[src/rtl/fcl_pkg.sv]
// fcl_pkg: beat types, register map constants and carrier/level helpers
// for the fm carrier level write filter; no dependencies
package fcl_pkg;

    // host side beat
    typedef struct packed {
        logic       bank;
        logic       is_data;
        logic       is_write;
        logic [7:0] value;
    } in_beat_t;

    // chip side beat
    typedef struct packed {
        logic       out_bank;
        logic       out_is_data;
        logic       out_is_read;
        logic [7:0] out_value;
        logic       last;
    } out_beat_t;

    // level store access port
    typedef struct packed {
        logic       we;
        logic [5:0] waddr;
        logic [7:0] wdata;
        logic [5:0] raddr;
    } lvl_req_t;

    localparam int unsigned NUM_SLOTS = 44;
    localparam int unsigned NUM_CHANS = 18;

    // register map
    localparam logic [7:0] REG_LEVEL_FIRST = 8'h40;
    localparam logic [7:0] REG_LEVEL_LAST  = 8'h55;
    localparam logic [7:0] REG_CONN_FIRST  = 8'hC0;
    localparam logic [7:0] REG_CONN_LAST   = 8'hC8;
    localparam logic [7:0] REG_RHYTHM      = 8'hBD;
    localparam logic [7:0] REG_FOUR_OP     = 8'h04;
    localparam logic [4:0] LAST_OP         = 5'h15;
    localparam logic [5:0] LEVEL_MAX       = 6'h3F;

    // first operator of each channel within a bank
    localparam logic [4:0] FIRST_OP [9] = '{
        5'h00, 5'h01, 5'h02, 5'h08, 5'h09, 5'h0A, 5'h10, 5'h11, 5'h12
    };

    // level store slot of an operator
    function automatic logic [5:0] slot_of(logic bank, logic [4:0] op);
        return 6'(op) + (bank ? 6'd22 : 6'd0);
    endfunction

    // carrier decision from the shadowed mode state
    function automatic logic is_carrier(logic bank, logic [4:0] op, logic rhythm,
                                        logic [5:0] four_op, logic [17:0] conn);
        logic [2:0] pos;
        logic [3:0] ch;
        logic       second;
        logic [1:0] pair;
        logic [4:0] base;
        logic [2:0] fidx;
        logic       c1;
        logic       c2;
        logic       res;
        pos    = op[2:0];
        second = (pos >= 3'd3);
        ch     = 4'(op[4:3]) * 4'd3 + 4'(second ? pos - 3'd3 : pos);
        base   = bank ? 5'd9 : 5'd0;
        pair   = (ch < 4'd3) ? ch[1:0] : 2'(ch - 4'd3);
        fidx   = 3'(pair) + (bank ? 3'd3 : 3'd0);
        res    = 1'b0;
        if (op > LAST_OP || pos >= 3'd6)
        begin
            res = 1'b0;
        end
        else if (!bank && rhythm && ch >= 4'd7)
        begin
            res = 1'b1;
        end
        else if (ch < 4'd6 && four_op[fidx])
        begin
            c1 = conn[base + 5'(pair)];
            c2 = conn[base + 5'(pair) + 5'd3];
            if (ch >= 4'd3)
            begin
                res = second ? 1'b1 : (c1 & c2);
            end
            else
            begin
                res = second ? c2 : c1;
            end
        end
        else if (second)
        begin
            res = 1'b1;
        end
        else
        begin
            res = conn[base + 5'(ch)];
        end
        return res;
    endfunction

    // carrier level attenuation, scaling bits kept
    function automatic logic [7:0] scale_level(logic [7:0] v, logic [5:0] steps,
                                               logic carrier);
        logic [6:0] tl;
        tl = 7'(v[5:0]) + 7'(steps);
        if (steps == 6'd0 || !carrier)
        begin
            return v;
        end
        if (tl > 7'(LEVEL_MAX))
        begin
            tl = 7'(LEVEL_MAX);
        end
        return {v[7:6], tl[5:0]};
    endfunction

endpackage

[src/rtl/fm_carrier_level_write_filter_unit.sv]
// fm_carrier_level_write_filter_unit: shadow state, beat handling and the
// level re-send sequencer; uses fcl_pkg and fcl_level_store
//
// Usage
// - host beats arrive on in_valid/in_stall/in_data, chip accesses leave on
//   out_valid/out_stall/out_data; a beat moves when valid is high and stall low
// - cfg_we/cfg_data write the carrier attenuation step count while idle
// - the first chip access of a host beat is shown in the cycle after the beat
//   is taken, from the output register
// - throughput: reads, address writes and data writes that do not change a
//   connection bit make one access each, one beat per cycle when not stalled
// - a connection bit change makes 3 to 11 accesses: the forwarded write, two
//   accesses per stored level re-sent (none for an operator with no stored
//   level, up to four operators), then the two address latch restores; the
//   input is held in stall until the restore of bank 1 has been issued
// - when out_stall is high the output register holds its beat, the sequencer
//   waits to issue its next access and the input waits
// - reset clears the shadow registers, the attenuation and all seen bits;
//   no clearing pass is needed, the block takes beats right after reset
module fm_carrier_level_write_filter_unit
    import fcl_pkg::*;
(
    input  logic      clk,
    input  logic      rst_n,
    input  logic      cfg_we,
    input  logic [5:0] cfg_data,
    input  logic      in_valid,
    output logic      in_stall,
    input  in_beat_t  in_data,
    output logic      out_valid,
    input  logic      out_stall,
    output out_beat_t out_data
);

    typedef enum logic [4:0] {
        ST_IDLE     = 5'b00001,
        ST_RS_ADDR  = 5'b00010,
        ST_RS_DATA  = 5'b00100,
        ST_RESTORE0 = 5'b01000,
        ST_RESTORE1 = 5'b10000
    } seq_state_t;

    // shadow state
    logic [5:0]  steps_reg;
    logic [7:0]  latch_reg [2];
    logic        rhythm_reg;
    logic [5:0]  four_op_reg;
    logic [17:0] conn_reg;

    // sequencer
    seq_state_t  state_reg, state_next;
    logic        seq_bank_reg;
    logic [4:0]  op_a_reg, op_b_reg;
    logic [1:0]  k_reg, k_next;
    logic        partner_reg;

    // output register
    logic        out_valid_reg, out_valid_next;
    out_beat_t   out_beat_reg;

    // level store
    lvl_req_t    lvl_req;
    logic [7:0]  rd_level;
    logic        rd_seen;

    logic        out_ok;
    logic        in_fire;
    logic        emit;
    out_beat_t   emit_beat;
    logic        from_seq;

    logic [7:0]  reg_cur;
    logic        is_lvl;
    logic [4:0]  lvl_op;
    logic        is_conn;
    logic [3:0]  conn_ch;
    logic [4:0]  conn_idx;
    logic        conn_chg;
    logic [1:0]  pair_c;
    logic        has_partner;
    logic [3:0]  partner_ch;
    out_beat_t   direct_beat;

    logic [4:0]  cur_op;
    logic        last_step;
    logic [7:0]  rs_level;

    // handshake
    assign out_ok   = !out_valid_reg || !out_stall;
    assign in_stall = (state_reg != ST_IDLE) || !out_ok;
    assign in_fire  = in_valid && !in_stall;

    // decode of the incoming beat against the latched register
    always_comb
    begin
        reg_cur     = latch_reg[in_data.bank];
        is_lvl      = (reg_cur >= REG_LEVEL_FIRST) && (reg_cur <= REG_LEVEL_LAST);
        lvl_op      = 5'(reg_cur - REG_LEVEL_FIRST);
        is_conn     = (reg_cur >= REG_CONN_FIRST) && (reg_cur <= REG_CONN_LAST);
        conn_ch     = 4'(reg_cur - REG_CONN_FIRST);
        conn_idx    = (in_data.bank ? 5'd9 : 5'd0) + 5'(conn_ch);
        conn_chg    = is_conn && (conn_reg[conn_idx] != in_data.value[0]);
        pair_c      = (conn_ch < 4'd3) ? conn_ch[1:0] : 2'(conn_ch - 4'd3);
        has_partner = (conn_ch < 4'd6)
                      && four_op_reg[3'(pair_c) + (in_data.bank ? 3'd3 : 3'd0)];
        partner_ch  = (conn_ch < 4'd3) ? conn_ch + 4'd3 : conn_ch - 4'd3;

        direct_beat.out_bank    = in_data.bank;
        direct_beat.out_is_data = in_data.is_data;
        direct_beat.out_is_read = 1'b0;
        direct_beat.out_value   = in_data.value;
        direct_beat.last        = 1'b1;
        if (!in_data.is_write)
        begin
            direct_beat.out_is_read = 1'b1;
            direct_beat.out_value   = 8'h00;
        end
        else if (in_data.is_data && is_lvl)
        begin
            direct_beat.out_value = scale_level(in_data.value, steps_reg,
                is_carrier(in_data.bank, lvl_op, rhythm_reg, four_op_reg, conn_reg));
        end
        else if (in_data.is_data)
        begin
            direct_beat.last = !conn_chg;
        end
    end

    // shadow register updates
    always_ff @(posedge clk or negedge rst_n)
    begin
        if (!rst_n)
        begin
            steps_reg    <= '0;
            latch_reg[0] <= '0;
            latch_reg[1] <= '0;
            rhythm_reg   <= 1'b0;
            four_op_reg  <= '0;
            conn_reg     <= '0;
        end
        else
        begin
            if (cfg_we)
            begin
                steps_reg <= cfg_data;
            end
            if (in_fire && in_data.is_write && !in_data.is_data)
            begin
                latch_reg[in_data.bank] <= in_data.value;
            end
            if (in_fire && in_data.is_write && in_data.is_data)
            begin
                if (is_conn)
                begin
                    conn_reg[conn_idx] <= in_data.value[0];
                end
                if (reg_cur == REG_RHYTHM && !in_data.bank)
                begin
                    rhythm_reg <= in_data.value[5];
                end
                if (reg_cur == REG_FOUR_OP && in_data.bank)
                begin
                    four_op_reg <= in_data.value[5:0];
                end
            end
        end
    end

    // operator being re-sent
    assign cur_op    = (k_reg[1] ? op_b_reg : op_a_reg) + (k_reg[0] ? 5'd3 : 5'd0);
    assign last_step = (k_reg == (partner_reg ? 2'd3 : 2'd1));
    assign rs_level  = scale_level(rd_level, steps_reg,
        is_carrier(seq_bank_reg, cur_op, rhythm_reg, four_op_reg, conn_reg));

    // level store port: written by level data beats, read at the re-send slot
    always_comb
    begin
        lvl_req.we    = in_fire && in_data.is_write && in_data.is_data && is_lvl;
        lvl_req.waddr = slot_of(in_data.bank, lvl_op);
        lvl_req.wdata = in_data.value;
        lvl_req.raddr = slot_of(seq_bank_reg, cur_op);
    end

    fcl_level_store u_store (
        .clk      (clk),
        .rst_n    (rst_n),
        .req      (lvl_req),
        .rd_level (rd_level),
        .rd_seen  (rd_seen)
    );

    // re-send sequencer
    always_comb
    begin
        state_next          = state_reg;
        k_next              = k_reg;
        from_seq            = 1'b0;
        emit_beat.out_bank    = seq_bank_reg;
        emit_beat.out_is_data = 1'b0;
        emit_beat.out_is_read = 1'b0;
        emit_beat.out_value   = 8'h00;
        emit_beat.last        = 1'b0;
        unique case (state_reg)
            ST_IDLE:
            begin
                if (in_fire && in_data.is_write && in_data.is_data && conn_chg)
                begin
                    state_next = ST_RS_ADDR;
                    k_next     = 2'd0;
                end
            end
            ST_RS_ADDR:
            begin
                if (!rd_seen)
                begin
                    state_next = last_step ? ST_RESTORE0 : ST_RS_ADDR;
                    k_next     = k_reg + 2'd1;
                end
                else if (out_ok)
                begin
                    from_seq            = 1'b1;
                    emit_beat.out_value = REG_LEVEL_FIRST + 8'(cur_op);
                    state_next          = ST_RS_DATA;
                end
            end
            ST_RS_DATA:
            begin
                if (out_ok)
                begin
                    from_seq              = 1'b1;
                    emit_beat.out_is_data = 1'b1;
                    emit_beat.out_value   = rs_level;
                    state_next            = last_step ? ST_RESTORE0 : ST_RS_ADDR;
                    k_next                = k_reg + 2'd1;
                end
            end
            ST_RESTORE0:
            begin
                if (out_ok)
                begin
                    from_seq            = 1'b1;
                    emit_beat.out_bank  = 1'b0;
                    emit_beat.out_value = latch_reg[0];
                    state_next          = ST_RESTORE1;
                end
            end
            ST_RESTORE1:
            begin
                if (out_ok)
                begin
                    from_seq            = 1'b1;
                    emit_beat.out_bank  = 1'b1;
                    emit_beat.out_value = latch_reg[1];
                    emit_beat.last      = 1'b1;
                    state_next          = ST_IDLE;
                end
            end
            default:
            begin
                state_next = ST_IDLE;
            end
        endcase
    end

    always_ff @(posedge clk or negedge rst_n)
    begin
        if (!rst_n)
        begin
            state_reg    <= ST_IDLE;
            k_reg        <= '0;
            seq_bank_reg <= 1'b0;
            op_a_reg     <= '0;
            op_b_reg     <= '0;
            partner_reg  <= 1'b0;
        end
        else
        begin
            state_reg <= state_next;
            k_reg     <= k_next;
            if (in_fire)
            begin
                seq_bank_reg <= in_data.bank;
                op_a_reg     <= FIRST_OP[conn_ch];
                op_b_reg     <= FIRST_OP[partner_ch];
                partner_reg  <= has_partner;
            end
        end
    end

    // output register
    assign emit = in_fire || from_seq;

    always_comb
    begin
        out_valid_next = out_valid_reg;
        if (emit)
        begin
            out_valid_next = 1'b1;
        end
        else if (!out_stall)
        begin
            out_valid_next = 1'b0;
        end
    end

    always_ff @(posedge clk or negedge rst_n)
    begin
        if (!rst_n)
        begin
            out_valid_reg <= 1'b0;
        end
        else
        begin
            out_valid_reg <= out_valid_next;
        end
    end

    always_ff @(posedge clk)
    begin
        if (emit)
        begin
            out_beat_reg <= from_seq ? emit_beat : direct_beat;
        end
    end

    assign out_valid = out_valid_reg;
    assign out_data  = out_beat_reg;

endmodule

[src/rtl/fcl_level_store.sv]
// fcl_level_store: stored total levels per operator slot in a synchronous
// memory, plus per-slot seen bits; uses fcl_pkg
module fcl_level_store
    import fcl_pkg::*;
(
    input  logic       clk,
    input  logic       rst_n,
    input  lvl_req_t   req,
    output logic [7:0] rd_level,
    output logic       rd_seen
);

    logic [7:0]           level_mem [NUM_SLOTS];
    logic [7:0]           rd_level_reg;
    logic [NUM_SLOTS-1:0] seen_reg;

    // level memory, one write and one registered read per cycle
    always_ff @(posedge clk)
    begin
        if (req.we)
        begin
            level_mem[req.waddr] <= req.wdata;
        end
        rd_level_reg <= level_mem[req.raddr];
    end

    // seen bits, cleared at reset
    always_ff @(posedge clk or negedge rst_n)
    begin
        if (!rst_n)
        begin
            seen_reg <= '0;
        end
        else if (req.we)
        begin
            seen_reg[req.waddr] <= 1'b1;
        end
    end

    assign rd_level = rd_level_reg;
    assign rd_seen  = seen_reg[req.raddr];

endmodule

[config.mk]
export PLATFORM = sky130hd
export DESIGN_NAME = fm_carrier_level_write_filter_unit
export DESIGN_NICKNAME = d
export VERILOG_FILES = /design/src/rtl/fcl_pkg.sv /design/src/rtl/fm_carrier_level_write_filter_unit.sv /design/src/rtl/fcl_level_store.sv
export SDC_FILE = /design/constraint.sdc
export NUM_CORES = 1
export LEC_CHECK = 0
export ABC_AREA = 1
export BUFFER_PORTS_ARGS = -buffer_cell sky130_fd_sc_hd__buf_2
export CORE_MARGIN = 2
export CORE_UTILIZATION = 40
export CTS_CLUSTER_DIAMETER = 120
export CTS_CLUSTER_SIZE = 8
export DETAILED_ROUTE_END_ITERATION = 10
export HOLD_SLACK_MARGIN = 0.05
export SYNTH_ARGS = -nofsm -noshare
export SYNTH_HDL_FRONTEND = slang
export SYNTH_SLANG_ARGS = --single-unit
export TNS_END_PERCENT = 10
[constraint.sdc]
create_clock -name clk -period 7 [get_ports clk]
set_clock_uncertainty 0.1 [all_clocks]
set_input_delay 1.4 -clock clk [delete_from_list [all_inputs] [get_ports clk]]
set_output_delay 1.4 -clock clk [all_outputs]
set_load 0.02 [all_outputs]
# Word level (Yosys, flattened, before mapping)
# Memories as Yosys holds them, arrays and structs flattened. A register that Yosys moved wholly into a read port is not among the register bits.
# Index checks and enable logic that the tools add are counted.
# totals
ff_bits,113
ramBits,352
rom_bits,160
input_bits,22
out_inout_bits,14
elab_cells,270
mem_count,3
# op_classes
add_sub_neg,27
mul,2
n_lt_le_gt_ge,38
n_eq_ne,17
n_mux,111
bitwise_logic,6
reduce_logical,49
# mem_list
name,depth,word_bits,rd,rd_clocked_by_memory_dff,write_ports,line_no,source
u_store.level_mem,44,8,1,1,1,fcl_level_store.sv:13,logic [7:0] level_mem [NUM_SLOTS];
(name not given),16,5,1,1,0,fm_carrier_level_write_filter_unit.sv:284,op_b_reg <= FIRST_OP[partner_ch];
(name not given),16,5,1,1,0,fm_carrier_level_write_filter_unit.sv:283,op_a_reg <= FIRST_OP[conn_ch];
# op_table
cell,count
two-way mux 8 bit,14
two-way mux 1 bit,47
two-way mux 5 bit,9
OR 44 bit,1
< comparator 5 x 6 -> 1 bit (second input constant),7
binary-select mux 1 bit (select 5 bit),7
one-hot mux 8 bit (4 select lines),1
one-hot mux 5 bit (5 select lines),1
two-way mux 4 bit,6
logical AND 1 bit,22
two-way mux 2 bit,10
bitwise mux 18 bit,1
bitwise mux 16 bit,1
adder 6 x 6 -> 7 bit,2
greater-than comparator 7 x 6 -> 1 bit (second input constant),2
< comparator 6 x 7 -> 1 bit (second input constant),2
adder 5 x 5 -> 6 bit,2
zero test 1 bit,12
< comparator 3 x 4 -> 1 bit (second input constant),3
< comparator 4 x 2 -> 1 bit (second input constant),3
< comparator 4 x 3 -> 1 bit (second input constant),3
two-way mux 12 bit,1
two-way mux 6 bit,2
adder 4 x 2 -> 5 bit,2
other kinds (60),89

# Logic depth before layout (Yosys ltp)
# depth
depth_word,31
depth_mapped,40
mapped_depth_nobuf,38

# Modules after synthesis
# From an unflattened synthesis, not the netlist that was laid out.
# hier_totals
cells_unflattened,2606
area_unflattened_um2,24114.4
# modules_own_cells
module,instances,cells_per_inst,area_each_um2,seq_area_each_um2
fcl_level_store,1,1583,16863.7,11831.3
fm_carrier_level_write_filter_unit,1,1023,7250.7,1988.2

# Worst setup path after synthesis
# No wires, ideal clock.
# synth_timing
path_type,input-to-reg
start,input port in_data[10] (netlist bit)
end,"register out_beat_reg, in the netlist out_data[4] (data pin)"
setup_ns,0.261
t_arrival_ns,6.257
t_required_ns,6.639
path_slack_ns,0.381
stages,36
n_path_buf,1
path_cell_list,buf_6 nand2_4 o21ai_2 ha_1 inv_1 ha_1 o21ai_0 fa_1 ha_1 fa_1 xor2_1 inv_1 nand2_1 nand2_2 inv_2 nand3_4 xor2_1 ha_1 ha_1 inv_1 ha_1 inv_1 a21oi_1 o21ai_0 nand3_1 nand2_1 o21ai_1 inv_1 o21ai_1 nand2_1 nand3_1 nand2_2 nand2_4 inv_1 o211ai_1 nand3_1
# synth_between
elab_chain_cells,31
word_cells_on_any_way,60
cone_classes,add/sub: 8; mul: 1; order compare: 9; mux: 31; bitwise: 2; reduce/logical: 9
# synth_lines
element,line_no,source
"start, declared",fm_carrier_level_write_filter_unit.sv:29,"input in_beat_t in_data,"
branches (longest 28 deep; another with subtractor 5 x 1 -> 5 bit),-,
two-way mux 8 bit (*),fm_carrier_level_write_filter_unit.sv:118,else if (in_data.is_data && is_lvl)
two-way mux 8 bit (*),fm_carrier_level_write_filter_unit.sv:113,if (!in_data.is_write)
two-way mux 12 bit (*),fm_carrier_level_write_filter_unit.sv:322,out_beat_reg <= from_seq ? emit_beat : direct_beat;
"end signal, assigned",fm_carrier_level_write_filter_unit.sv:322,
"end, declared",fm_carrier_level_write_filter_unit.sv:59,out_beat_t out_beat_reg;
# Every way passes the cells marked *. The select of a mux whose other input is x is not followed.
# A chain may end at the register's enable or synchronous reset.

# Worst setup path after layout
# layout_timing
start,register k_reg[1]
end,"register out_beat_reg, in the netlist out_data[2] (data pin)"
# layout_between
elab_chain_cells,24
word_cells_on_any_way,53
cone_classes,add/sub: 10; mul: 1; order compare: 7; mux: 29; bitwise: 1; reduce/logical: 5
# layout_lines
element,line_no,source
"start, declared",fm_carrier_level_write_filter_unit.sv:54,"logic [1:0] k_reg, k_next;"
"start signal, assigned",fm_carrier_level_write_filter_unit.sv:279,k_reg <= k_next;
two-way mux 5 bit (*),fm_carrier_level_write_filter_unit.sv:170,assign cur_op = (k_reg[1] ? op_b_reg : op_a_reg) + (k_reg[0] ? 5'd3 : 5'd0);
adder 5 x 2 -> 5 bit (*),fm_carrier_level_write_filter_unit.sv:170,
branches (longest 21 deep; another with adder 4 x 2 -> 5 bit),-,
two-way mux 12 bit (*),fm_carrier_level_write_filter_unit.sv:322,
# Marked as above.

==> reports/summary.md <==
The run finished with clean final reports. For the final routed database, the setup TNS stands at 0 ns. The count of non-filler cells in the finished layout is 3095, and the final routed DRC violation total is 0. Summing the areas of all fa, ha and maj instances in the mapped netlist gives 3.888% of the synthesized area. Wires add up to 66520 um. The TritonCTS buffer count was 70; the number of levels the H-tree was split into was 3. The number of detailed-route iterations in the first pass was 6; the count of final hold-check violations was 0. Setup violations remaining at the end of the flow were counted as 0. The number of antenna diodes in the final layout is 0. After floorplanning, the core was divided into 87 placement rows. The largest single stage delay on the critical path is 0.57 ns. Setup repair after global routing left no endpoint under its margin. The detailed router finished its first iteration with 1767 violations. After Yosys synthesis, XOR and XNOR cells account for 0.9883% of the synthesized area. TritonCTS built the clock tree. For the core area, the log shows 0.05671 mm^2. The worst setup path is launched from a register. The tools report the via count of the first global-routing pass as 16970.

The horizontal die dimension came out at 244.0 um. Using the TritonRoute via totals, the vias-per-cell ratio works out to 5.613. Cell at the slowest stage of the critical path: fa_1. The instance count on the critical path was 34. The final critical path takes up 93.10% of the cycle. The flip-flop count of the largest register after layout came out at 352. The run gives 6.78 ns as the worst endpoint data arrival time. The cell seen most often among critical-path stages was nand2_1. Of the post-synthesis cell area, the part taken by muxes is 0.2389%. The run gives 153.5 MHz as the peak clock frequency supported by timing. The critical path is of the reg2reg type. After clock tree synthesis, the flow added hold-fix buffers numbering 0. The worst-margin pin slew works out to 1.099 ns.

The hold-critical path depth was 1; the worst endpoint required time was 7.26 ns. The share of synthesized registers carrying an async set or reset works out to 22.66%. The share of synthesized cell area in and, or, nand and nor gates came out at 13.40%.

The kind of path behind the tightest hold check is reg2reg. In this run the most critical hold path is launched from u_store.seen_reg[8]. The final period demand of the worst path is 6.517 ns. The CTS sink count is 481. The main combinational cell family by area after synthesis was compound AO/OA/AOI/OAI gates. Each instance of the synthesized netlist takes up on average 10.28 um^2.

The run gives 101700 um as the wire length of the first global-routing pass. Across the run, the number of max-cap violations was 0. The die covers 0.05954 mm^2. The later pin in the worst-skew pair is clocked with a latency of 0.62 ns. The number of buffer and inverter stages on the critical path works out to 7. The worst register-to-register path has a depth of 34. The post-route netlist has 9.962% of its cells at a drive strength greater than 1. Global routing finished with a remaining overflow of 0.

After synthesis, flip-flops and latches occupy 59.98% of the total area. The number of I/O port buffers is 35, and the number of cells produced by synthesis is 2242. Summing the areas of all compound-gate instances in the mapped netlist gives 16.39% of the synthesized area. Clock-pin slew was measured on the worst setup and hold paths at 0.05 ns.

The tools report the number of placed instances, taps included as 2974. Most common flop cell mapped by yosys: edfxtp_1. The largest net degree at the start of global routing was 197. The average wire per standard cell came out at 21.49 um. The tree is rooted in a clkbuf_16.

Detailed placement ended at an HPWL of 41860 um. The chip height works out to 244.0 um. For the net count after synthesis, the log shows 2329. Number of inserted filler cells in the final layout: 5206. Global routing used 22.30% of the available tracks.

The relative max-transition margin came out at 26.74%. The tools report the final-stage net count as 2377. The tools report the startpoint of the worst register-to-register path as k_reg[1]. During I/O placement, the number of pins put on the boundary was 36. The highest net fanout along the worst path is 16. No sink is reached through more buffers than the 3 on the longest clock path. Once the floorplan was initialized, standard cells occupied 40.63% of the core. The run gives 0 as the max-slew violation total from the final report. The growth of design area from synthesis to finish was 13.65%; the antenna violation net count after detailed routing was 0. The number of antenna violations at the first check in global routing is 0.

The distinct cell type count of the synthesized netlist was 60. The critical path starts at k_reg[1]. The mapped cell area is 0.02304 mm^2. The Yosys step of the flow raised 0 warnings.

The critical path endpoint category was a register. Grouping stages by cell kind, the critical path spends the most delay in adder cells. At the end of routability-driven placement, the weighted congestion stood at 0.9104. The number of enable flip-flop cells after synthesis was 364; the total number of vias was 17370.

The synthesized design contains 481 register bits.
==> cells in the final DEF (no fill, tap or decap), types with 3 or more instances in the layout <==
cell type / n
buf_2: 34
dfrtp_1: 108
a31oi_1: 21
o311ai_1: 3
o211ai_1: 30
or2_1: 23
nand3_2: 4
dfxtp_1: 8
clkbuf_16: 70
xnor2_1: 5
xor2_1: 21
a211oi_1: 5
inv_1: 170
o22ai_1: 57
inv_6: 4
nor4_1: 4
o221ai_1: 45
nor2_2: 4
nor2_1: 292
nand2_1: 207
nor3_1: 9
nand4_1: 4
o21ai_0: 330
nand3_1: 132
mux2_2: 4
o21ai_2: 5
nand2_4: 6
o2111ai_1: 6
fa_1: 10
nand2_2: 7
a21oi_1: 114
a22oi_1: 8
ha_1: 52
clkbuf_1: 44
nor2_4: 4
inv_2: 15
o21ai_1: 17
edfxtp_1: 364
buf_4: 55
==> cells in the mapped netlist (23+ instances only) <==
master	n	share of area (%)
a21oi_1	114	2.5
ha_1	54	2.9
o221ai_1	45	1.7
inv_1	171	2.8
dfrtp_1	108	12
nor2_1	292	4.8
edfxtp_1	364	47
clkbuf_1	90	1.5
nand2_1	207	3.4
o211ai_1	30	0.98
o21ai_0	330	7.2
o22ai_1	57	1.5
or2_1	23	0.62
nand3_1	132	2.9
==> timing repair <==
| action | 4_1_cts | 5_1_grt |
|---|---|---|
| setup buffers | 0 | 0 |
| resized for setup | 0 | 1 |
| setup endpoints to repair | 0 | 3 |
| endpoints found under the hold margin | 0 | 0 |
==> area by class of cell <==
cell class	count	area, um^2	area share [%]
Clock buffer	114	1917	7.320
Clock inverter	7	105.1	0.4014
Tap cell	756	945.9	3.612
Multi-Input combinational cell	1458	8059	30.78
Sequential cell	481	13820	52.77
Inverter	188	716.9	2.738
Timing Repair Buffer	91	623.1	2.379
==> metrics by stage <==
step / cell area [um^2] / hold slack, ns / util (%) / worst slack (ns)
detailed placement: 24160 / 0.3467 / 42.60 / -0.04745
global placement: 24160 / 0.3386 / 42.60 / 0.008306
global route: 26190 / 0.3655 / 46.17 / 0.01236
floorplan: 23040 / 0.3240 / - / 0.3812
CTS: 26180 / 0.3584 / 46.17 / 0.4771
finish: 26190 / 0.3573 / 46.17 / 0.4833
==> worst register-to-register path: cells and delay by family (launching register included) <==
kind	cells	cell delay, ns
buffers and inverters	7	0.82
AOI/OAI and AO/OA	2	0.61
DFF	1	0.39
xor gates and xnor gates	1	0.19
and+or+nand+nor	18	1.82
adders and majority gates	6	2.33
==> metal layers <==
metal / vias to the layer above / track usage, % / share of wire (%)
li1: 8105 / - / -
met1: 8553 / 31.45 / 44
met2: 619 / 34.94 / 46
met3: 96 / 3.687 / 6.9
met4: 0 / 7.747 / 2.6
met5: - / 0 / 0
==> worst paths after layout <==
| kind | endpoint | slack, ns |
|---|---|---|
| setup / recovery | out_data[2] | 0.48 |
| hold / removal | u_store.seen_reg[8] | 0.36 |
| setup reg to reg | out_data[2] | 0.48 |
| hold reg to reg | u_store.seen_reg[8] | 0.36 |
| max in group asynchronous | u_store.seen_reg[27] | 4.72 |
| min in group asynchronous | conn_reg[11] | 0.71 |
==> kinds of logic (layout without fill, tap and decap cells) <==
| logic type | Yosys count | in the layout |
|---|---|---|
| muxes | 5 | 5 |
| xor gates and xnor gates | 26 | 26 |
| buffers and inverters | 303 | 400 |
| and+or+nand+nor | 706 | 706 |
| DFF | 481 | 481 |
| adders and majority gates | 65 | 65 |
| AOI/OAI and AO/OA | 656 | 656 |
Power is not shown: default switching activity piles up to over one toggle a cycle in this logic, so the estimate is an artifact.
